===== config.mk =====
export PLATFORM = sky130hd
export DESIGN_NAME = periodic_timer_slot_bank
export DESIGN_NICKNAME = d
export VERILOG_FILES = /design/src/rtl/core/ptsb_pkg.sv /design/src/rtl/core/ptsb_ram.sv /design/src/rtl/core/ptsb_ctrl.sv /design/src/rtl/core/ptsb_dp.sv /design/src/rtl/core/periodic_timer_slot_bank.sv
export SDC_FILE = /design/constraint.sdc
export NUM_CORES = 1
export LEC_CHECK = 0
export BUFFER_PORTS_ARGS = -buffer_cell sky130_fd_sc_hd__buf_2
export CORE_ASPECT_RATIO = 1.75
export CORE_MARGIN = 3
export CORE_UTILIZATION = 40
export CTS_CLUSTER_SIZE = 20
export DETAILED_ROUTE_END_ITERATION = 8
export HOLD_SLACK_MARGIN = 0.06
export PLACE_DENSITY = 0.52
export SKIP_CTS_REPAIR_TIMING = 1
export SYNTH_ARGS = -nofsm -noshare
export SYNTH_HDL_FRONTEND = slang
export SYNTH_SLANG_ARGS = --single-unit

===== constraint.sdc =====
create_clock -name clk_i -period 9.43 [get_ports clk_i]
set_input_delay 0.4715 -clock clk_i [delete_from_list [all_inputs] [get_ports clk_i]]
set_output_delay 0.4715 -clock clk_i [all_outputs]
set_load 0.01 [all_outputs]

===== src/rtl/core/ptsb_pkg.sv =====
// shared types and constants for the periodic timer slot bank
// no dependencies; used by every module of the block but ptsb_ram by scoped names
`timescale 1ns / 1ps

package ptsb_pkg;

  localparam int NUM_SLOTS_DEF = 8;
  localparam int MAX_RESULTS   = 8;
  localparam int REP_W         = 4;   // holds 0..MAX_RESULTS

  localparam int CMD_W     = 2;
  localparam int TGT_W     = 16;
  localparam int IDX_W     = 3;
  localparam int KIND_W    = 3;
  localparam int ELAPSED_W = 17;
  localparam int IN_DATA_W  = 24;     // cmd, target_ticks, slot_index, zero fill
  localparam int OUT_DATA_W = 8;      // event_kind, slot_number, zero fill

  typedef enum logic [CMD_W-1:0] {
    CMD_TICK    = 2'd0,
    CMD_ALLOC   = 2'd1,
    CMD_RELEASE = 2'd2,
    CMD_NOP     = 2'd3
  } cmd_e;

  typedef enum logic [KIND_W-1:0] {
    KIND_NONE     = 3'd0,
    KIND_FIRED    = 3'd1,
    KIND_ALLOC    = 3'd2,
    KIND_FULL     = 3'd3,
    KIND_RELEASED = 3'd4
  } kind_e;

  typedef enum logic [1:0] {
    ST_IDLE,
    ST_SWEEP,
    ST_SCAN,
    ST_RESP
  } state_e;

  // controller to datapath
  typedef struct packed {
    logic accept;
    logic sweep_run;
    logic sweep_close;
    logic scan_run;
    logic resp_push;
  } ctrl_cmd_t;

  // datapath to controller
  typedef struct packed {
    logic sweep_done;
    logic scan_hit;
    logic can_push;
  } dp_sts_t;

endpackage


===== src/rtl/core/ptsb_ram.sv =====
// generic simple dual port ram, one write and one registered read port
// no dependencies
`timescale 1ns / 1ps

module ptsb_ram #(
  parameter int WIDTH = 8,
  parameter int DEPTH = 8,
  localparam int AW   = (DEPTH > 1) ? $clog2(DEPTH) : 1
) (
  input  logic             clk_i,
  input  logic             we_i,
  input  logic [AW-1:0]    waddr_i,
  input  logic [WIDTH-1:0] wdata_i,
  input  logic             re_i,
  input  logic [AW-1:0]    raddr_i,
  output logic [WIDTH-1:0] rdata_o
);

  logic [WIDTH-1:0] mem_q [DEPTH];
  logic [WIDTH-1:0] rdata_q;

  always_ff @(posedge clk_i) begin
    if (we_i) begin
      mem_q[waddr_i] <= wdata_i;
    end
    if (re_i) begin
      rdata_q <= mem_q[raddr_i];
    end
  end

  assign rdata_o = rdata_q;

endmodule


===== src/rtl/core/ptsb_ctrl.sv =====
// controller state machine of the timer slot bank
// depends on ptsb_pkg
`timescale 1ns / 1ps

module ptsb_ctrl (
  input  logic                clk_i,
  input  logic                rst_ni,
  input  logic                in_valid_i,
  input  ptsb_pkg::cmd_e      in_cmd_i,
  input  ptsb_pkg::dp_sts_t   sts_i,
  output logic                in_ready_o,
  output ptsb_pkg::ctrl_cmd_t cmd_o
);

  ptsb_pkg::state_e state_q, state_d;

  always_ff @(posedge clk_i or negedge rst_ni) begin
    if (!rst_ni) begin
      state_q <= ptsb_pkg::ST_IDLE;
    end else begin
      state_q <= state_d;
    end
  end

  // next state
  always_comb begin
    state_d = state_q;
    case (state_q)
      ptsb_pkg::ST_IDLE: begin
        if (in_valid_i) begin
          case (in_cmd_i)
            ptsb_pkg::CMD_TICK:  state_d = ptsb_pkg::ST_SWEEP;
            ptsb_pkg::CMD_ALLOC: state_d = ptsb_pkg::ST_SCAN;
            default:             state_d = ptsb_pkg::ST_RESP;
          endcase
        end
      end
      ptsb_pkg::ST_SWEEP: begin
        if (sts_i.sweep_done) state_d = ptsb_pkg::ST_RESP;
      end
      ptsb_pkg::ST_SCAN: begin
        if (sts_i.scan_hit) state_d = ptsb_pkg::ST_RESP;
      end
      ptsb_pkg::ST_RESP: begin
        if (sts_i.can_push) state_d = ptsb_pkg::ST_IDLE;
      end
      default: state_d = ptsb_pkg::ST_IDLE;
    endcase
  end

  // outputs
  always_comb begin
    cmd_o      = '0;
    in_ready_o = 1'b0;
    case (state_q)
      ptsb_pkg::ST_IDLE: begin
        in_ready_o   = 1'b1;
        cmd_o.accept = in_valid_i;
      end
      ptsb_pkg::ST_SWEEP: begin
        cmd_o.sweep_run   = !sts_i.sweep_done;
        cmd_o.sweep_close = sts_i.sweep_done;
      end
      ptsb_pkg::ST_SCAN: begin
        cmd_o.scan_run = 1'b1;
      end
      ptsb_pkg::ST_RESP: begin
        cmd_o.resp_push = sts_i.can_push;
      end
      default: begin
        cmd_o = '0;
      end
    endcase
  end

endmodule


===== src/rtl/core/ptsb_dp.sv =====
// datapath of the timer slot bank: busy marks, slot ram, tick pipeline,
// free slot scan and output register; depends on ptsb_pkg and ptsb_ram
`timescale 1ns / 1ps

module ptsb_dp #(
  parameter int NUM_SLOTS = ptsb_pkg::NUM_SLOTS_DEF
) (
  input  logic                          clk_i,
  input  logic                          rst_ni,
  input  ptsb_pkg::ctrl_cmd_t           cmd_i,
  output ptsb_pkg::dp_sts_t             sts_o,
  input  ptsb_pkg::cmd_e                in_cmd_i,
  input  logic [ptsb_pkg::TGT_W-1:0]    in_target_i,
  input  logic [ptsb_pkg::IDX_W-1:0]    in_index_i,
  output logic                          out_valid_o,
  input  logic                          out_ready_i,
  output ptsb_pkg::kind_e               out_kind_o,
  output logic [ptsb_pkg::IDX_W-1:0]    out_slot_o,
  output logic                          out_last_o
);

  localparam int SLOT_W = (NUM_SLOTS > 1) ? $clog2(NUM_SLOTS) : 1;
  localparam int CNT_W  = $clog2(NUM_SLOTS + 1);
  localparam int WORD_W = ptsb_pkg::TGT_W + ptsb_pkg::ELAPSED_W;

  logic [NUM_SLOTS-1:0] busy_q;
  logic [CNT_W-1:0]     ptr_q;
  logic                 ev_valid_q;
  logic                 held_valid_q;
  logic [ptsb_pkg::REP_W-1:0] rep_cnt_q;
  logic                 out_valid_q;

  logic [SLOT_W-1:0]          ev_idx_q;
  logic [SLOT_W-1:0]          held_idx_q;
  logic [ptsb_pkg::TGT_W-1:0] tgt_q;
  ptsb_pkg::kind_e            res_kind_q;
  logic [ptsb_pkg::IDX_W-1:0] res_slot_q;
  ptsb_pkg::kind_e            out_kind_q;
  logic [ptsb_pkg::IDX_W-1:0] out_slot_q;
  logic                       out_last_q;

  logic                           ram_we, ram_re;
  logic [SLOT_W-1:0]              ram_waddr;
  logic [WORD_W-1:0]              ram_wdata, ram_rdata;
  logic [ptsb_pkg::TGT_W-1:0]     rd_tgt;
  logic [ptsb_pkg::ELAPSED_W-1:0] rd_el, el_inc;

  logic [SLOT_W-1:0] ptr_slot, rel_slot;
  logic ptr_lt_n, can_push, ev_busy, fire, report, stall, ev_go;
  logic sweep_push, scan_free, scan_last, rel_ok;

  assign ptr_slot = ptr_q[SLOT_W-1:0];
  assign ptr_lt_n = ptr_q < CNT_W'(NUM_SLOTS);
  assign can_push = !out_valid_q || out_ready_i;

  // tick pipeline: read slot ptr while the previous slot is evaluated
  assign rd_tgt  = ram_rdata[ptsb_pkg::ELAPSED_W +: ptsb_pkg::TGT_W];
  assign rd_el   = ram_rdata[ptsb_pkg::ELAPSED_W-1:0];
  assign el_inc  = rd_el + ptsb_pkg::ELAPSED_W'(1);
  assign ev_busy = ev_valid_q && busy_q[ev_idx_q];
  assign fire    = el_inc > ptsb_pkg::ELAPSED_W'(rd_tgt);
  assign report  = ev_busy && fire && (rep_cnt_q < ptsb_pkg::REP_W'(ptsb_pkg::MAX_RESULTS));
  // a second fired slot pushes the held one out, which needs the output free
  assign stall      = report && held_valid_q && !can_push;
  assign ev_go      = cmd_i.sweep_run && !stall;
  assign sweep_push = ev_go && report && held_valid_q;

  // allocate scan, one busy mark per cycle
  assign scan_free = !busy_q[ptr_slot];
  assign scan_last = ptr_q == CNT_W'(NUM_SLOTS - 1);

  assign rel_ok   = 32'(in_index_i) < 32'(NUM_SLOTS);
  assign rel_slot = SLOT_W'(in_index_i);

  always_comb begin
    ram_we    = 1'b0;
    ram_waddr = ev_idx_q;
    ram_wdata = {rd_tgt, (fire ? '0 : el_inc)};
    if (cmd_i.scan_run && scan_free) begin
      ram_we    = 1'b1;
      ram_waddr = ptr_slot;
      ram_wdata = {tgt_q, {ptsb_pkg::ELAPSED_W{1'b0}}};
    end else if (ev_go && ev_busy) begin
      ram_we = 1'b1;
    end
  end

  assign ram_re = ev_go && ptr_lt_n;

  ptsb_ram #(
    .WIDTH (WORD_W),
    .DEPTH (NUM_SLOTS)
  ) u_slot_ram (
    .clk_i   (clk_i),
    .we_i    (ram_we),
    .waddr_i (ram_waddr),
    .wdata_i (ram_wdata),
    .re_i    (ram_re),
    .raddr_i (ptr_slot),
    .rdata_o (ram_rdata)
  );

  // control state
  always_ff @(posedge clk_i or negedge rst_ni) begin
    if (!rst_ni) begin
      busy_q       <= '0;
      ptr_q        <= '0;
      ev_valid_q   <= 1'b0;
      held_valid_q <= 1'b0;
      rep_cnt_q    <= '0;
      out_valid_q  <= 1'b0;
    end else begin
      if (cmd_i.accept) begin
        ptr_q        <= '0;
        ev_valid_q   <= 1'b0;
        held_valid_q <= 1'b0;
        rep_cnt_q    <= '0;
        if (in_cmd_i == ptsb_pkg::CMD_RELEASE && rel_ok) begin
          busy_q[rel_slot] <= 1'b0;
        end
      end
      if (ev_go) begin
        ev_valid_q <= ptr_lt_n;
        if (ptr_lt_n) ptr_q <= ptr_q + CNT_W'(1);
        if (report) begin
          held_valid_q <= 1'b1;
          rep_cnt_q    <= rep_cnt_q + ptsb_pkg::REP_W'(1);
        end
      end
      if (cmd_i.scan_run) begin
        if (scan_free) begin
          busy_q[ptr_slot] <= 1'b1;
        end else if (!scan_last) begin
          ptr_q <= ptr_q + CNT_W'(1);
        end
      end
      if (sweep_push || cmd_i.resp_push) begin
        out_valid_q <= 1'b1;
      end else if (out_ready_i) begin
        out_valid_q <= 1'b0;
      end
    end
  end

  // payload
  always_ff @(posedge clk_i) begin
    if (cmd_i.accept) begin
      tgt_q <= in_target_i;
      if (in_cmd_i == ptsb_pkg::CMD_RELEASE) begin
        res_kind_q <= ptsb_pkg::KIND_RELEASED;
        res_slot_q <= in_index_i;
      end else begin
        res_kind_q <= ptsb_pkg::KIND_NONE;
        res_slot_q <= '0;
      end
    end
    if (ram_re) begin
      ev_idx_q <= ptr_slot;
    end
    if (ev_go && report) begin
      held_idx_q <= ev_idx_q;
    end
    if (cmd_i.scan_run) begin
      if (scan_free) begin
        res_kind_q <= ptsb_pkg::KIND_ALLOC;
        res_slot_q <= ptsb_pkg::IDX_W'(ptr_slot);
      end else if (scan_last) begin
        res_kind_q <= ptsb_pkg::KIND_FULL;
        res_slot_q <= '0;
      end
    end
    if (cmd_i.sweep_close) begin
      res_kind_q <= held_valid_q ? ptsb_pkg::KIND_FIRED : ptsb_pkg::KIND_NONE;
      res_slot_q <= held_valid_q ? ptsb_pkg::IDX_W'(held_idx_q) : '0;
    end
    if (sweep_push) begin
      out_kind_q <= ptsb_pkg::KIND_FIRED;
      out_slot_q <= ptsb_pkg::IDX_W'(held_idx_q);
      out_last_q <= 1'b0;
    end else if (cmd_i.resp_push) begin
      out_kind_q <= res_kind_q;
      out_slot_q <= res_slot_q;
      out_last_q <= 1'b1;
    end
  end

  assign sts_o.sweep_done = !ptr_lt_n && !ev_valid_q;
  assign sts_o.scan_hit   = scan_free || scan_last;
  assign sts_o.can_push   = can_push;

  assign out_valid_o = out_valid_q;
  assign out_kind_o  = out_kind_q;
  assign out_slot_o  = out_slot_q;
  assign out_last_o  = out_last_q;

  a_rep_cnt_bound: assert property (@(posedge clk_i) disable iff (!rst_ni)
    rep_cnt_q <= ptsb_pkg::REP_W'(ptsb_pkg::MAX_RESULTS))
    else $error("reported fire count beyond limit");

  a_no_rw_same_slot: assert property (@(posedge clk_i) disable iff (!rst_ni)
    (ram_we && ram_re) |-> (ram_waddr != ptr_slot))
    else $error("slot ram read and written at the same slot");

  a_held_matches_cnt: assert property (@(posedge clk_i) disable iff (!rst_ni)
    cmd_i.sweep_close |-> (held_valid_q == (rep_cnt_q != '0)))
    else $error("held fired slot disagrees with report count");

  a_non_fired_is_last: assert property (@(posedge clk_i) disable iff (!rst_ni)
    (out_valid_q && out_kind_q != ptsb_pkg::KIND_FIRED) |-> out_last_q)
    else $error("non-fired result not marked last");

endmodule


===== src/rtl/core/periodic_timer_slot_bank.sv =====
// top level of the periodic timer slot bank: stream ports, controller and datapath
// depends on ptsb_pkg, ptsb_ctrl, ptsb_dp (and ptsb_ram below it)
`timescale 1ns / 1ps

// A bank of NUM_SLOTS periodic timers. Each input item carries a command: a tick
// advances every busy slot by one and reports each slot whose count passed its
// target (period is tick_target + 1 ticks), one result per fired slot in
// ascending order with tlast on the final one, or a single none-fired result;
// an allocate claims the lowest free slot and returns it, or reports no free
// slot; a release frees slot_index and echoes it. At most eight fired slots are
// reported per tick, and slot_number carries the low three bits of the slot.
// Targets and elapsed counts sit in one slot ram with one write and one
// registered read port, so a tick walks the slots one per cycle while the
// output side does not stall. An allocate scans the busy marks one per cycle;
// a release or an unused command code goes straight to its response. One
// item is in work at a time; the result register lets the last result wait
// while a new item is accepted. Reset clears all busy marks; no clearing pass
// is needed.

module periodic_timer_slot_bank #(
  parameter int NUM_SLOTS = ptsb_pkg::NUM_SLOTS_DEF   // 1 to 64
) (
  input  logic                               clk_i,
  input  logic                               rst_ni,
  // item in
  input  logic                               s_axis_tvalid_i,
  output logic                               s_axis_tready_o,
  // [1:0] cmd, [17:2] tick_target, [20:18] slot_index, [23:21] zero
  input  logic [ptsb_pkg::IN_DATA_W-1:0]     s_axis_tdata_i,
  // results out
  output logic                               m_axis_tvalid_o,
  input  logic                               m_axis_tready_i,
  // [2:0] event_kind, [5:3] slot_number, [7:6] zero
  output logic [ptsb_pkg::OUT_DATA_W-1:0]    m_axis_tdata_o,
  output logic                               m_axis_tlast_o   // last_result
);

  ptsb_pkg::ctrl_cmd_t        ctrl_cmd;
  ptsb_pkg::dp_sts_t          dp_sts;
  ptsb_pkg::cmd_e             in_cmd;
  logic [ptsb_pkg::TGT_W-1:0] in_target;
  logic [ptsb_pkg::IDX_W-1:0] in_index;
  ptsb_pkg::kind_e            out_kind;
  logic [ptsb_pkg::IDX_W-1:0] out_slot;

  // unpack the input item
  assign in_cmd    = ptsb_pkg::cmd_e'(s_axis_tdata_i[1:0]);
  assign in_target = s_axis_tdata_i[17:2];
  assign in_index  = s_axis_tdata_i[20:18];

  // sequencing: idle, tick sweep, free slot scan, single response
  ptsb_ctrl u_ctrl (
    .clk_i      (clk_i),
    .rst_ni     (rst_ni),
    .in_valid_i (s_axis_tvalid_i),
    .in_cmd_i   (in_cmd),
    .sts_i      (dp_sts),
    .in_ready_o (s_axis_tready_o),
    .cmd_o      (ctrl_cmd)
  );

  // slot state, slot ram and output register
  ptsb_dp #(
    .NUM_SLOTS (NUM_SLOTS)
  ) u_dp (
    .clk_i       (clk_i),
    .rst_ni      (rst_ni),
    .cmd_i       (ctrl_cmd),
    .sts_o       (dp_sts),
    .in_cmd_i    (in_cmd),
    .in_target_i (in_target),
    .in_index_i  (in_index),
    .out_valid_o (m_axis_tvalid_o),
    .out_ready_i (m_axis_tready_i),
    .out_kind_o  (out_kind),
    .out_slot_o  (out_slot),
    .out_last_o  (m_axis_tlast_o)
  );

  // pack the result item, zero fill to a whole byte
  assign m_axis_tdata_o = {2'b00, out_slot, out_kind};

endmodule


==> results.cfg <==
[outcome]
outcome = complete, no violations

[drt]
drt_iter0_drc = 542
routed_wl_um = 36100
vias_per_cell = 5.56
post_drt_wl_per_cell_um = 23.8
num_vias = 8440
dr.pass1.iters = 4
detail-route-antenna-nets = 0
drc = 0

[layout]
layout.nets = 1077
seq_area_mm2 = 0.0104
fillers = 3186
drive_above_1_share_pct = 16.6
fin_util_pct = 45.6
area_delta_synth_final_pct = 12.5
multi_input_area_mm2 = 0.00403
antenna_cells = 0

[timing]
period_needed_ns = 5.22
worst_slew_pin_slew_ns = 1.05
slew_viol_final = 0
setup_tns_ns = 0
min_period_over_period_pct = 55.4
setup_viol = 0
fin_skew_ns = 0.0148
final_hold_viol_count = 0
slew_headroom_pct = 30.0
rsz0062_at_grt = false
fmax_ghz = 0.191

[pwr]
peakVddDrop_mv = 0.123
power_mw = 5.64
power_leakage_nw = 5.65
cellPowerDensity_mw_per_mm2 = 342

[global_route]
grt_overflow = 0
grt_pass1_vias = 8747
grtUsageTotal_pct = 18.6
grt_max_degree = 62
grt_pass1_wl_um = 53900
antenna_found_initial = 0

[critical_path]
rr_endpoint = u_dp.u_slot_ram.mem_q[0][8]$_DFFE_PP_
crit_type = flop to flop
worst_ep_arrival_time_ns = 5.41
rrSetupSlack_ns = 4.21
crit_path_end_kind = flop
r2r_start = u_dp.ptr_q[1]$_DFF_PN0_
crit_fanout = 50
crit_path_start_kind = flop
r2r.worst_path.cells = 8
worstPathRequired_ns = 9.62

[cts]
cts_sinks = 353
clk_latency_ns = 0.52
clk_pin_slew_ns = 0.06
cts_root_buf = clkbuf_16
cts_buffer_depth = 3
cts_tree = yes
h-tree-depth = 2
cts_buffers = 34

[min_path]
whs_path_depth = 1
min_from = s_axis_tdata_i[2]
hold_class = input pin to flop
hold-path-endpoint = u_dp.tgt_q[0]$_DFFE_PP_

[placement]
place_hpwl_um = 20900
io_buffers = 33
gp_congestion = 0.850

[floorplan]
die_area_mm2 = 0.0391
num_io_pins = 39
start_util_pct = 40.5
die_y_um = 259
die_width_um = 151
core_region_area_mm2 = 0.0361
row_count = 92

[logic_synthesis]
synth_warnings = 0
ys_seq_area_share_pct = 70.9
netlist_area_mm2 = 0.0147
synth_seq_cells = 353
synth-async-reset-ratio_pct = 5.95
postSynthCellCount = 985
synth-main-ff-cell = edfxtp_1
ys_types = 58
synth_edf_count = 322
syn_area_per_cell_um2 = 14.9

[flow_run]
max-cap-violations = 0
[power by group]
| part | leakage [nW] | internal [mW] | switching (mW) |
|---|---|---|---|
| registers | 3.26 | 2.28 | 0.244 |
| logic | 1.87 | 0.626 | 1.19 |
| clock network | 0.513 | 0.735 | 0.558 |
| total | 5.65 | 3.64 | 2.00 |
[logic make-up (layout without fill, tap and decap cells)]
group / after synthesis / count (layout) / synth area share (%)
XOR/XNOR: 16 / 16 / 0.956
multiplexers: 82 / 82 / 6.23
AND/OR/NAND/NOR: 201 / 201 / 6.80
other: 1 / 10 / 0.0256
buffers and inverters: 85 / 140 / 2.35
AO/OA/AOI/OAI: 224 / 224 / 10.7
adder cells (fa/ha/maj): 23 / 23 / 1.96
flip-flops: 353 / 353 / 70.9
[worst max-delay path: stages (launching register included)]
cell and delay [ns]:
dfrtp_4 0.89, buf_4 0.71, mux2i_1 0.33, o211ai_1 0.11, a21oi_1 0.22, and2_2 0.88
a22oi_1 0.52, nor2_4 0.73, buf_4 0.44
[final cells by class]
class                           count  share of cell area, %
Timing Repair Buffer               55                   2.02
Clock inverter                     17                  0.819
Clock buffer                       42                   5.47
Multi-Input combinational cell    556                   24.4
Sequential cell                   353                   63.1
Tap cell                          470                   3.57
Inverter                           26                  0.592
[through the flow]
stage	hold slack [ns]	std cells	worst slack [ns]	cell area (um2)
finish	0.128	1519	4.21	16500
detailed placement	0.463	1459	4.15	15400
global placement	0.446	1459	4.18	15400
global route	0.110	1519	3.84	16500
floorplan	0.176	994	4.95	14700
CTS	-0.0749	1518	4.12	16500
[flip-flops by register name (all words and copies together), names as in the netlist]
name,cells
u_dp.u_slot_ram.rdata_o,33
u_dp.out_valid_o,1
u_dp.res_slot_q,3
u_ctrl.state_q,2
u_dp.ev_idx_q,3
u_dp.held_valid_q,1
u_dp.busy_q,8
u_dp.ptr_q,4
u_dp.rep_cnt_q,4
u_dp.u_slot_ram.mem_q,264
u_dp.out_last_o,1
u_dp.ev_valid_q,1
u_dp.res_kind_q,3
u_dp.tgt_q,16
u_dp.out_slot_o,3
u_dp.held_idx_q,3
u_dp.out_kind_o,3
[worst max-delay path by stage]
stage	startpoint	to	slack, ns	cells past startpoint
floorplan	u_dp.u_slot_ram.rdata_o[0]$_DFFE_PP_	u_dp.ev_idx_q[0]$_DFFE_PP_	4.95	14
global placement	u_dp.ptr_q[1]$_DFF_PN0_	u_dp.u_slot_ram.mem_q[0][8]$_DFFE_PP_	4.18	8
detailed placement	u_dp.ptr_q[1]$_DFF_PN0_	u_dp.u_slot_ram.mem_q[0][0]$_DFFE_PP_	4.15	8
CTS	u_dp.ptr_q[1]$_DFF_PN0_	u_dp.u_slot_ram.mem_q[0][1]$_DFFE_PP_	4.12	8
global route	u_dp.ptr_q[1]$_DFF_PN0_	u_dp.u_slot_ram.mem_q[0][1]$_DFFE_PP_	3.84	8
finish	u_dp.ptr_q[1]$_DFF_PN0_	u_dp.u_slot_ram.mem_q[0][8]$_DFFE_PP_	4.21	8
[placed cells by master, fill, tap and decap left out, types with 26 or more instances in the layout]
cell type	count
clkbuf_16	35
a21oi_1	36
buf_2	33
a221oi_1	41
mux2i_1	35
nor2_1	40
o21ai_0	49
mux2_2	44
nand2_1	76
edfxtp_1	322
inv_1	26
[metal layers]
metal | part of all wire, % | vias up | global-route usage [%]
li1 | - | 3915 | -
met1 | 39 | 4289 | 21.8
met2 | 54 | 175 | 34.3
met3 | 3.5 | 61 | 2.36
met4 | 3.2 | 0 | 6.73
met5 | 0 | - | 0
[cells in the mapped netlist (all sizes together), types with 10 or more instances]
master | count | share of area [%]
a221o | 13 | 0.89
dfxtp | 10 | 1.4
o22ai | 22 | 0.94
a21oi | 37 | 1.3
a22o | 14 | 0.84
dfrtp | 21 | 3.6
clkbuf | 39 | 1.0
mux2i | 35 | 2.4
mux2 | 45 | 3.5
ha | 23 | 2.0
nand2 | 78 | 2.1
a221oi | 41 | 2.5
edfxtp | 322 | 66
and3 | 15 | 0.65
a22oi | 23 | 1.2
buf | 20 | 0.68
o21ai | 49 | 1.7
nor2 | 51 | 1.3
inv | 26 | 0.67
xnor2 | 11 | 0.66
(Power assumes the default switching activity.)
